**config.mk**
```make
export PLATFORM = sky130hd
export DESIGN_NAME = pod_wrap_cell
export DESIGN_NICKNAME = d
export VERILOG_FILES = /design/src/design/pod_pkg.sv /design/src/design/pod_wrap_cell.sv
export SDC_FILE = /design/constraint.sdc
export NUM_CORES = 1
export LEC_CHECK = 0
export ABC_CLOCK_PERIOD_IN_PS = 800
export BUFFER_PORTS_ARGS = -buffer_cell sky130_fd_sc_hd__buf_2
export CAP_MARGIN = 20
export CORE_MARGIN = 2
export CORE_UTILIZATION = 40
export DETAILED_ROUTE_END_ITERATION = 12
export HOLD_SLACK_MARGIN = 0.1
export PLACE_DENSITY = 0.79
export SLEW_MARGIN = 20
export SYNTH_ARGS = -nofsm -noshare
export SYNTH_HDL_FRONTEND = slang
export SYNTH_SLANG_ARGS = --single-unit
```
**constraint.sdc**
```tcl
create_clock -name clk_i -period 0.8 [get_ports clk_i]
set_input_delay 0.12 -clock clk_i [delete_from_list [all_inputs] [get_ports clk_i]]
set_output_delay 0.12 -clock clk_i [all_outputs]
set_load 0.02 [all_outputs]
```
**src/design/pod_pkg.sv**
```systemverilog
// Types and constant tables shared by the polar offset pipeline.
package pod_pkg;

  localparam int unsigned MaxStages = 24;
  localparam int unsigned AngleFrac = 22;
  localparam int unsigned DataW     = 42;
  localparam int unsigned ZW        = 32;

  typedef enum logic [1:0] {
    QUAD_0 = 2'd0,
    QUAD_1 = 2'd1,
    QUAD_2 = 2'd2,
    QUAD_3 = 2'd3
  } pod_quad_e;

  // Per-stage rotation angles atan(2^-i) in degrees, 22 fractional bits.
  localparam logic [31:0] POD_ATAN_DEG [0:MaxStages-1] = '{
    32'd188743680, 32'd111421900, 32'd58872272, 32'd29884485, 32'd15000234,
    32'd7507429,   32'd3754631,   32'd1877430,  32'd938729,   32'd469366,
    32'd234683,    32'd117342,    32'd58671,    32'd29335,    32'd14668,
    32'd7334,      32'd3667,      32'd1833,     32'd917,      32'd458,
    32'd229,       32'd115,       32'd57,       32'd29
  };

  // Inverse rotation gain for a given stage count, 30 fractional bits.
  localparam logic [31:0] POD_GAIN [0:MaxStages] = '{
    32'd1073741824, 32'd759250125, 32'd679093956, 32'd658817909, 32'd653730436,
    32'd652457347,  32'd652138997, 32'd652059405, 32'd652039507, 32'd652034532,
    32'd652033289,  32'd652032978, 32'd652032900, 32'd652032881, 32'd652032876,
    32'd652032874,  32'd652032874, 32'd652032874, 32'd652032874, 32'd652032874,
    32'd652032874,  32'd652032874, 32'd652032874, 32'd652032874, 32'd652032874
  };

  // Item state while the angle is being wrapped into one turn.
  typedef struct packed {
    logic [31:0]        rem;
    logic signed [23:0] radius;
  } pod_wrap_t;

  // Item state inside the rotation chain.
  typedef struct packed {
    pod_quad_e                quad;
    logic signed [DataW-1:0]  x;
    logic signed [DataW-1:0]  y;
    logic signed [ZW-1:0]     z;
  } pod_rot_t;

endpackage

```
**src/design/pod_wrap_cell.sv**
```systemverilog
// One step of the angle wrap: conditional subtract of a shifted full turn.
module pod_wrap_cell #(
  parameter logic [32:0] SUB = 33'd92160
) (
  input  logic              clk_i,
  input  logic              rst_ni,
  input  logic              en_i,
  input  logic              valid_i,
  input  pod_pkg::pod_wrap_t data_i,
  output logic              valid_o,
  output pod_pkg::pod_wrap_t data_o
);
  import pod_pkg::*;

  logic      valid_q;
  pod_wrap_t data_q, data_d;
  logic [32:0] diff;

  always_comb begin
    diff   = {1'b0, data_i.rem} - SUB;
    data_d = data_i;
    if (!diff[32]) begin
      data_d.rem = diff[31:0];
    end
  end

  always_ff @(posedge clk_i or negedge rst_ni) begin
    if (!rst_ni) begin
      valid_q <= 1'b0;
    end else if (en_i) begin
      valid_q <= valid_i;
    end
  end

  always_ff @(posedge clk_i) begin
    if (en_i) begin
      data_q <= data_d;
    end
  end

  assign valid_o = valid_q;
  assign data_o  = data_q;

endmodule

```
### Word-level counts from Yosys, hierarchy flattened

Index checks and enable logic that the tools add are counted.
W data, S select, Z words.

* flip-flop bits (word level): 57
* output and inout bits: 57

* add/subtract/negate cells: 1
* muxes and demuxes: 1

Operator list (number)
* $sub A32 B17 Y33 const B: 1
* $mux W32: 1

### Logic depth before layout (Yosys ltp)

* word-level depth: 2
* depth in mapped cells: 6
* gate-level depth less buffers: 6

### Worst setup path before layout

OpenSTA, ideal clock, no wires.

* kind: input-to-reg
* from: input data_i[55] (netlist name)
* to: register data_q, in the netlist data_o[38] (data pin)
* setup time: 0.271 ns
* arrival: 1.361 ns
* required time: 0.529 ns
* slack: -0.832 ns
* stages on the path: 5
* buffers on the path: 1
* cell sequence: or4_4 > nor4_4 > buf_6 > a221oi_1 > xor2_1

RTL lines
* start: declaration: line pod_wrap_cell.sv:9 `input pod_pkg::pod_wrap_t data_i,`
* end signal: assignment: line pod_wrap_cell.sv:37 `data_q <= data_d;`
* end: declaration: line pod_wrap_cell.sv:16 `pod_wrap_t data_q, data_d;`

==> run_results.csv <==
group,metric,value,unit
setup_path,slowest_stage,"or4_4",
logic_synthesis,synth_top_area_share,0.738,
logic_synthesis,yosysWarnings,0,
logic_synthesis,postSynthAreaPerCell,17.1,um2
hold_path,holdCritPathClass,"in2reg",
floorplanning,core_area,5510,um2
sta,fin_crit_sh,1.87,
place,dp_hpwl,3890,um
routing,ant_nets,0,
pwr,peakVddDrop,0.000885,V
sta,clock.fmax,669,MHz
routing,drtIter0Drc,51,
sta,skew,0,ps
floorplanning,placementRows,27,
setup_path,cp_max_fo,7,
setup_path,critPathKind,"in2reg",
floorplanning,start_util,0.414,
logic_synthesis,ys_seq_area_frac,0.749,
sta,timing.slew.headroom,0.700,
finish,area.growth.synth_to_final,82.4,%
global_route,grt_max_degree,26,
floorplanning,die_w,79.5,um
global_route,met3_usage,0.0351,
global_route,grt_use_met2,0.350,
setup_path,worstPathCellList,"buf_6 -> or4_4 -> nor4_4 -> buf_6 -> a221oi_2 -> xor2_1",
logic_synthesis,ys_ff_latch,57,
floorplanning,ios,117,
finish,fillCellCount,337,
routing,wire_per_inst,14.7,um
flow_run,max_cap_viol_count,0,
setup_path,end_kind,"flip-flop",
place,placed_cells,355,
logic_synthesis,synth_edf_count,56,
sta,worst_pin_slew,449,ps
setup_path,cp_common_cell,"buf_6",
global_route,top_usage_layer,"met2",
clock_tree,hold_buffers,37,
routing,drc,0,
logic_synthesis,synth_cells,133,
finish,diodes,0,
sta,period_needed,1500,ps
clock_tree,cts_buffers,9,
pwr,p_leak,0.00176,uW
global_route,grt_usage,0.189,
setup_path,crit_family,"simple AND/OR/NAND/NOR gates",
setup_path,crit_arrival,1550,ps
clock_tree,worstSkewPairLatency,310,ps
global_route,grt_pass1_vias,1985,
floorplanning,die_y,79.5,um
setup_path,start_kind,"input pin",
logic_synthesis,synth_common_cells,"56 x edfxtp_1, 11 x xnor2_1, 7 x xor2_1",
setup_path,crit_required,850,ps
clock_tree,clkSlewWorstSetupHoldPaths,60,ps
finish,layout.nets,396,
status,outcome,"complete, but fails checks",
setup_path,crit_start,"data_i[45]",
routing,firstDrtPassIters,4,
setup_path,critPathBufInv,2,
floorplanning,die_area,6310,um2
sta,drv_slew,0,
setup_path,reg2reg_from,"valid_o$_DFFE_PN0P_",
clock_tree,cts_sinks,57,
routing,wirelength,6070,um
hold_path,hp-start,"valid_i",
clock_tree,cts_tree,"yes",
sta,hold_ws,43.3,ps
clock_tree,root_buffer,"clkbuf_8",
logic_synthesis,synth.most_common_cell,"edfxtp_1",
global_route,grt_pass1_wl,8900,um
sta,setup_viol,79,
routing,num_vias,1957,
logic_synthesis,synthTopCellsByArea,"edfxtp_1 74%, xnor2_1 4.2%, xor2_1 2.7%",
status,violations,"negative setup slack",
clock_tree,clockBufferDepth,2,
sta,worst_slack,-695,ps
global_route,antenna_found_initial,0,
clock_tree,htreeDepth,3,
logic_synthesis,synth-main-ff-cell,"edfxtp_1",
pwr,power_density,1760,nW/um2
sta,hold_viol,0,
sta,rsz0062_at_grt,"yes",
logic_synthesis,syn_area,2280,um2
finish,layout-drive-gt1-share,0.579,
place,gp_congestion,0.920,
routing,viasPerCell,4.75,
logic_synthesis,synth_cell_types,34,
logic_synthesis,synth_nets,194,
setup_path,critPathMaxStageDelay,550,ps
global_route,use_met1,0.201,
global_route,grt-ovfl-total,0,
logic_synthesis,synth_area_leader_cell,"edfxtp_1",
finish,instances_no_fill,412,
logic_synthesis,async_flop_share,0.0175,
place,io_buffers,116,
-- registers in the layout, summed over array words and instances, names as in the netlist --
register and cells:
data_o 56, valid_o 1
-- where the power goes --
group          switching [uW]  internal [uW]  leakage, uW
clock network             999           1100    0.0000754
registers                 104           3570     0.000559
logic                     729            788      0.00113
-- area by class of cell --
cell class | count | area (um2) | area share
tap | 72 | 90.1 | 0.0217
clock inverter | 4 | 20.0 | 0.00482
sequential | 57 | 1710 | 0.411
clock buffer | 12 | 135 | 0.0325
timing repair buffer | 195 | 1550 | 0.373
inverter | 4 | 15.0 | 0.00361
multi-input combinational | 68 | 636 | 0.153
-- metal layers --
layer | routed length (um) | up-vias | share of wire
met5 | 0 | - | 0
met4 | 142 | 0 | 0.023
met3 | 292 | 13 | 0.048
met2 | 3450 | 82 | 0.57
met1 | 2180 | 933 | 0.36
li1 | - | 929 | -
-- timing repair --
item,in CTS,in global routing
pin swaps,14,9
buffers inserted,2,3
endpoints found under the hold margin,37,1
endpoints found under the setup margin,78,79
resized for setup,32,67
-- logic make-up after synthesis --
family,Yosys count,share of synthesized area
AOI/OAI and AO/OA,18,0.0588
xor gates and xnor gates,18,0.0692
adders and majority gates,1,0.00549
buffers and inverters,8,0.0181
DFF,57,0.749
muxes,2,0.00934
and+or+nand+nor,29,0.0896
-- worst paths after layout --
path,to,slack [ps],depth (start not counted)
setup / recovery,data_o[38]$_DFFE_PP_,-700,6
hold / removal,valid_o$_DFFE_PN0P_,40,2
setup reg to reg,valid_o$_DFFE_PN0P_,-110,2
hold reg to reg,valid_o$_DFFE_PN0P_,640,2
max in group asynchronous,valid_o$_DFFE_PN0P_,40,3
min in group asynchronous,valid_o$_DFFE_PN0P_,640,3
-- stage by stage --
step                setup WS (ps)  utilization  total power [uW]  TNS, ps  area [um2]
floorplan                    -831            -              4180   -15080        2300
global placement            -1030        0.590              4790   -20590        3250
detailed placement          -1060        0.590              4820   -21050        3250
CTS                          -641        0.711              7180   -22920        3920
global route                 -693        0.754              7630   -24300        4150
finish                       -695        0.754              7290   -21500        4150
-- layout by cell type (no fill, tap or decap), drive strengths merged, types with 4 or more instances in the layout --
cell         synthesis  routed
buf                  4     158
clkbuf               0      12
dlygate4sd3          0      37
edfxtp              56      56
inv                  4       4
nor3                 6       6
nor4                 5       5
o211ai               4       4
or4                  4       4
xnor2               11      11
xor2                 7       7
No activity file was read; power rests on OpenSTA's default activity.
