--- config.mk ---
export PLATFORM = sky130hd
export DESIGN_NAME = pod_rot_cell
export DESIGN_NICKNAME = d
export VERILOG_FILES = /design/src/design/pod_pkg.sv /design/src/design/pod_rot_cell.sv
export SDC_FILE = /design/constraint.sdc
export NUM_CORES = 1
export LEC_CHECK = 0
export BUFFER_PORTS_ARGS = -buffer_cell sky130_fd_sc_hd__buf_2
export CAP_MARGIN = 30
export CELL_PAD_IN_SITES_DETAIL_PLACEMENT = 0
export CELL_PAD_IN_SITES_GLOBAL_PLACEMENT = 1
export CORE_ASPECT_RATIO = 0.6
export CORE_MARGIN = 1
export CORE_UTILIZATION = 30
export DETAILED_ROUTE_END_ITERATION = 10
export PLACE_DENSITY_LB_ADDON = 0.08
export SYNTH_ARGS = -nofsm -noshare
export SYNTH_HDL_FRONTEND = slang
export SYNTH_SLANG_ARGS = --single-unit
--- constraint.sdc ---
create_clock -name clk_i -period 1.4 [get_ports clk_i]
set_input_delay 0.07 -clock clk_i [delete_from_list [all_inputs] [get_ports clk_i]]
set_output_delay 0.07 -clock clk_i [all_outputs]
set_load 0.1 [all_outputs]
--- src/design/pod_pkg.sv ---
// Types and constant tables shared by the polar offset pipeline.
package pod_pkg;

  localparam int unsigned MaxStages = 24;
  localparam int unsigned AngleFrac = 22;
  localparam int unsigned DataW     = 42;
  localparam int unsigned ZW        = 32;

  typedef enum logic [1:0] {
    QUAD_0 = 2'd0,
    QUAD_1 = 2'd1,
    QUAD_2 = 2'd2,
    QUAD_3 = 2'd3
  } pod_quad_e;

  // Per-stage rotation angles atan(2^-i) in degrees, 22 fractional bits.
  localparam logic [31:0] POD_ATAN_DEG [0:MaxStages-1] = '{
    32'd188743680, 32'd111421900, 32'd58872272, 32'd29884485, 32'd15000234,
    32'd7507429,   32'd3754631,   32'd1877430,  32'd938729,   32'd469366,
    32'd234683,    32'd117342,    32'd58671,    32'd29335,    32'd14668,
    32'd7334,      32'd3667,      32'd1833,     32'd917,      32'd458,
    32'd229,       32'd115,       32'd57,       32'd29
  };

  // Inverse rotation gain for a given stage count, 30 fractional bits.
  localparam logic [31:0] POD_GAIN [0:MaxStages] = '{
    32'd1073741824, 32'd759250125, 32'd679093956, 32'd658817909, 32'd653730436,
    32'd652457347,  32'd652138997, 32'd652059405, 32'd652039507, 32'd652034532,
    32'd652033289,  32'd652032978, 32'd652032900, 32'd652032881, 32'd652032876,
    32'd652032874,  32'd652032874, 32'd652032874, 32'd652032874, 32'd652032874,
    32'd652032874,  32'd652032874, 32'd652032874, 32'd652032874, 32'd652032874
  };

  // Item state while the angle is being wrapped into one turn.
  typedef struct packed {
    logic [31:0]        rem;
    logic signed [23:0] radius;
  } pod_wrap_t;

  // Item state inside the rotation chain.
  typedef struct packed {
    pod_quad_e                quad;
    logic signed [DataW-1:0]  x;
    logic signed [DataW-1:0]  y;
    logic signed [ZW-1:0]     z;
  } pod_rot_t;

endpackage

--- src/design/pod_rot_cell.sv ---
// One rotation stage: shift-and-add micro-rotation towards zero residual angle.
module pod_rot_cell #(
  parameter int unsigned STAGE = 0
) (
  input  logic             clk_i,
  input  logic             rst_ni,
  input  logic             en_i,
  input  logic             valid_i,
  input  pod_pkg::pod_rot_t data_i,
  output logic             valid_o,
  output pod_pkg::pod_rot_t data_o
);
  import pod_pkg::*;

  localparam logic signed [ZW-1:0] Atan = signed'(POD_ATAN_DEG[STAGE]);

  logic                    valid_q;
  pod_rot_t                data_q, data_d;
  logic signed [DataW-1:0] dx, dy;

  always_comb begin
    dx     = data_i.y >>> STAGE;
    dy     = data_i.x >>> STAGE;
    data_d = data_i;
    if (!data_i.z[ZW-1]) begin
      data_d.x = data_i.x - dx;
      data_d.y = data_i.y + dy;
      data_d.z = data_i.z - Atan;
    end else begin
      data_d.x = data_i.x + dx;
      data_d.y = data_i.y - dy;
      data_d.z = data_i.z + Atan;
    end
  end

  always_ff @(posedge clk_i or negedge rst_ni) begin
    if (!rst_ni) begin
      valid_q <= 1'b0;
    end else if (en_i) begin
      valid_q <= valid_i;
    end
  end

  always_ff @(posedge clk_i) begin
    if (en_i) begin
      data_q <= data_d;
    end
  end

  assign valid_o = valid_q;
  assign data_o  = data_q;

endmodule

Word-level counts from Yosys, hierarchy flattened
Cells that the tools add are included.
- $lt $le $gt $ge: 0
- bitwise gates (word level): 0
- multiply operators: 0
- eq/ne operators: 0
- reductions and logical operators: 0
- divide/modulo/power cells: 0
- shift-type cells: 0
- add/subtract/negate cells: 5
- muxes and demuxes: 1
- operators with widths (operator ; count):
    116-bit two-way mux ; 1
    42-bit subtractor ; 2
    42-bit adder ; 1
    32-bit by 29-bit adder with 32-bit output (second input constant) ; 1
    32-bit by 29-bit subtractor with 32-bit output (second input constant) ; 1
- memories kept: 0
- memory bits (writable): 0
- latch bits: 0
- ROM bits: 0
- register bits after elaboration: 119
- bits of input ports: 122

Longest topological paths before layout
- depth after elaboration: 2
- depth in mapped cells: 13

Worst setup path before layout
OpenSTA, ideal clock, no wires.
- path kind: input-to-reg
- start: input data_i[31] (netlist name)
- end: register data_q, in the netlist data_o[31] (data pin)
- path slack: -1268 ps
- stages: 13
- arrival time: 2501 ps
- path buffers: 3
- library setup time: 167 ps
- cells stage by stage: clkbuf_1 inv_1 buf_1 clkbuf_1 ha_1 a21o_1 a21oi_1 o21bai_1 a21oi_1 o21bai_1 a21oi_1 nor2_1 a211oi_1
- RTL lines (element ; line ; text):
    start: declaration ; pod_rot_cell.sv:9 ; input pod_pkg::pod_rot_t data_i,
    end signal: assignment ; pod_rot_cell.sv:46 ; data_q <= data_d;
    end: declaration ; pod_rot_cell.sv:18 ; pod_rot_t data_q, data_d;

==> impl.org <==
** Critical path
- Critical path required time :: 1.60 ns
- Worst Setup End Kind :: flip-flop
- Count of cells along the worst register-to-register path :: 1
- Longest individual stage delay on the worst path :: 0.36 ns
- Most repeated library cell on the critical path :: sky130_fd_sc_hd__buf_6
- Among all stages on the critical path, the largest delay is contributed by sky130_fd_sc_hd__fa_2.
- Critical path destination :: data_o[94]
- Reg2Reg Setup Slack :: around 0.66 ns
- Crit-path leading delay family :: compound AO/OA/AOI/OAI gates
- Depth of the critical timing path with buffers and inverters included :: 15
- The critical path contains buffers and inverters numbering 5 combined.
- Worst flop-to-flop path startpoint :: valid_o
- Kind of launch point of the worst setup path :: input pin
- Classification of the worst setup path :: in2reg
- Capture point of the worst reg-to-reg path :: valid_o
- Tracing the worst setup path back leads to its startpoint at data_i[32].
- In this run the worst path has a maximum fanout of 3.
- Arrival time worst endpoint :: 2.51 ns
- Walking the worst path, the cells encountered are buf_12 -> ha_4 -> fa_2 -> nor2b_4 -> o221ai_4 -> nand3_4 -> a31oi_4 -> buf_6 -> buf_6 -> buf_6 -> o31ai_4 -> buf_6 -> a21oi_4 -> mux2i_4 -> xnor2_2.

** Placement
- The count of buffers added on input and output ports is between 200 and 250.
- Detailed placement ended at an HPWL of approximately 45 mm.
- Placed Cells :: 2623
- Final weighted congestion in routability-driven placement :: 0.9568

** Floorplanning
- Die Wd :: 255.9 um
- The floorplan step defined a die boundary enclosing slightly below 0.04 mm2.
- Once the floorplan was initialized, standard cells occupied slightly above 30% of the core.
- Total number of placement rows :: 55
- Boundary pin count :: roughly 240
- Core area :: 0.03792 mm2
- Die Y-Extent :: 154.3 um

** Global route
- In this run the most used layer during global routing was met1.
- The via count of the first global-routing pass came to 13670.
- The initial antenna violation count was 1.
- In the global route stage, met2 resource usage came out at 40.24%.
- Wire length of the first global-routing pass :: 83.96 mm
- Largest net degree at the start of global routing :: 44
- Global routing consumed, over all layers together, 28.20% of the routing resources.
- For met3 alone, demand over resource in global routing was approximately 5.2%.
- Summed over all layers, the global routing overflow is 0.
- In the global route stage, met1 resource usage came out at 43.45%.

** Yosys
- The top cell type by area accounts for a little over 30% of the synthesized area.
- Library cell occupying the most area in the post-synthesis netlist :: sky130_fd_sc_hd__edfxtp_1
- Async S/R FF share, synth :: 0.8475%
- In the synthesized netlist the dominant register cell turns out to be sky130_fd_sc_hd__edfxtp_1.
- Sequential area share after synthesis :: a little under a third
- The Yosys step of the flow raised 0 warnings.
- Post-synth cell types :: 82
- After synthesis the netlist holds a flip-flop and latch count of 118.
- Synthesized net count :: 1620
- Biggest area contributors in the synthesized netlist :: sky130_fd_sc_hd__edfxtp_1 30%, sky130_fd_sc_hd__ha_1 14%, sky130_fd_sc_hd__a21oi_1 7.5%, sky130_fd_sc_hd__xnor2_1 5.8%, sky130_fd_sc_hd__inv_1 4.1%
- After synthesis the cells add up to 0.01160 mm2.
- Cells after synthesis :: about 1400
- Mean area per synthesized cell :: between 8 and 9 um2
- Most common library cells after synthesis :: 173 x sky130_fd_sc_hd__a21oi_1, 131 x sky130_fd_sc_hd__ha_1, 126 x sky130_fd_sc_hd__inv_1
- Count leader, synth :: sky130_fd_sc_hd__a21oi_1
- The synthesized design contains 117 enable-type register cells.

** Timing
- In the finished design, the share of the clock period the worst path needs comes to 164.8%.
- Actual slew at the worst max-slew pin :: 0.6449 ns
- Setup total negative slack :: -44.98 ns
- The number of hold violations in the final report came to 0.
- Subtracting the final worst setup slack from the clock period gives 2.308 ns.
- Max-slew violation total from the final report :: 0
- Setup violations remaining at the end of the flow were counted as 73.
- Between clock sinks in the finished design, the worst skew comes to 0 ns.
- Setup repair after global routing could not meet its margin everywhere.
- For this run, the top clock speed supported by timing is roughly 430 MHz.
- Setup slack on the critical path of the routed design comes to -0.9078 ns.
- The worst pin sits at a relative slew slack of 56.56%.
- Post-route worst hold slack :: 0.02295 ns

** Detailed routing
- After detailed routing, the average wire length per cell comes to 20.48 um.
- Vias :: between 10000 and 15000
- Pre-antenna DRT Iters :: 5
- The detailed router finished its first iteration with 1124 violations.
- Once detail routing completed, the nets flagged for antenna violations numbered 0.
- The routed design has 56.49 mm of wire.
- Dividing the detail-routed via count by the number of cells gives 5.044.
- For this run, design rule violations remaining after detail routing come to 0.

** Layout
- Filler-free cell count of the finished design :: 2758
- Fraction of final layout cells with drive strength greater than 1 :: slightly below 60%
- Cells fill 58.11% of the core in the end.
- Compared with the post-synthesis result, the final layout area differs by 89.85%.
- The number of antenna diodes in the final layout is 0.
- Post-layout nets :: 2489

** Clock tree
- Deepest level of the CTS H-tree :: 4
- Clock tree from TritonCTS :: done
- CTS Buf Count :: 17
- Clock input transition at the sequential cells of the worst setup and hold paths :: 0.07 ns
- Root buffer cell :: sky130_fd_sc_hd__clkbuf_16
- Maximum buffer depth of the clock tree :: 2
- CTS saw between 100 and 150 sinks.
- Later-pin clock latency in the skew report :: between 0.4 and 0.5 ns

** Power
- In this run the static leakage power is 9.838 nW.
- Worst vdd ir :: roughly 0.95 mV
- In this run the power density over the cells is approximately 1000 mW/mm2.

** Worst hold path
- Hold crit path type :: in2reg

** Run status
- Failing checks :: setup timing
- Outcome :: complete, but fails checks

** Flow run
- Across the run, the number of max-cap violations was 0.
[cells by family (layout without fill, tap and decap cells)]
| logic type | after synthesis | after routing | synth area share, % |
|---|---|---|---|
| AO/OA/AOI/OAI | 479 | 479 | 25.98 |
| AND/OR/NAND/NOR | 331 | 331 | 13.68 |
| buffers and inverters | 191 | 1073 | 6.523 |
| adder cells (fa/ha/maj) | 135 | 135 | 14.81 |
| flip-flops | 118 | 118 | 30.49 |
| XOR/XNOR | 85 | 85 | 6.415 |
| multiplexers | 24 | 24 | 2.092 |
[layout by cell type (no fill, tap or decap), drive strengths merged, types with 5 or more instances in the layout]
cell type,netlist,routed
o21ai,104,104
mux2i,22,22
nand2b,18,18
nand2,79,79
a21oi,173,173
o21a,12,12
inv,132,141
nor2b,21,21
edfxtp,117,117
or4,5,5
nand3,19,19
a21o,27,27
o211a,5,5
dlygate4sd3,0,28
nand4,23,23
a221oi,6,6
nor2,110,110
o31ai,14,14
o21bai,34,34
clkinv,3,7
a31oi,13,13
a211o,6,6
buf,29,877
nor3,27,27
xor2,8,8
nor4,7,7
o211ai,11,11
clkbuf,27,18
o2111ai,7,7
xnor2,77,77
a211oi,12,12
a311oi,6,6
or3,10,10
ha,131,131
[how the worst min path moves through the flow]
stage / depth (start not counted) / end / from / slack (ns)
2_1_floorplan: 0 / valid_o / rst_ni / -0.23
3_3_place_gp: 1 / valid_o / rst_ni / -0.16
3_5_place_dp: 1 / valid_o / rst_ni / -0.15
4_1_cts: 2 / data_o[23] / data_i[22] / 0.007
5_1_grt: 2 / data_o[23] / data_i[22] / 0.02
6_report: 2 / data_o[23] / data_i[22] / 0.02
[metrics by stage]
stage / total power [mW] / worst slack (ns) / area [um2]
floorplan: 12.07 / -1.009 / 12670
global placement: 16.15 / -1.543 / 18370
detailed placement: 16.16 / -1.525 / 18370
CTS: 21.85 / -0.8706 / 21040
global route: 23.35 / -0.9523 / 22030
finish: 22.47 / -0.9078 / 22030
[final cells by class]
cell class	count	area, um2
multi-input combinational	1054	9816
inverter	135	593.1
timing repair buffer	906	6863
fill	3387	15890
clock inverter	15	155.1
tap	513	641.9
sequential	118	3538
clock buffer	17	425.4
[sequential cells by signal, indices dropped and copies added (netlist names)]
register	count
data_o	117
valid_o	1
[routing by layer]
layer / vias up / part of all wire [%]
li1: 6698 / -
met1: 6728 / 51
met5: - / 0
met2: 453 / 41
met3: 33 / 7.5
met4: 0 / 0.99
[repair_timing]
item                                    in CTS  in global routing
setup buffers                               58                 46
hold buffers                                28                  0
hold endpoints to repair                    27                  0
resized for setup                          323                179
endpoints found under the setup margin      78                 78
pin swaps                                  132                133
gates cloned                                 0                  1
[power by group]
part	leakage, nW	switching, mW	internal (mW)
registers	1.16	0.166	4.60
clock network	0.283	2.17	2.38
logic	8.40	8.49	4.67
Note: power is estimated with default switching activity, not from simulation.
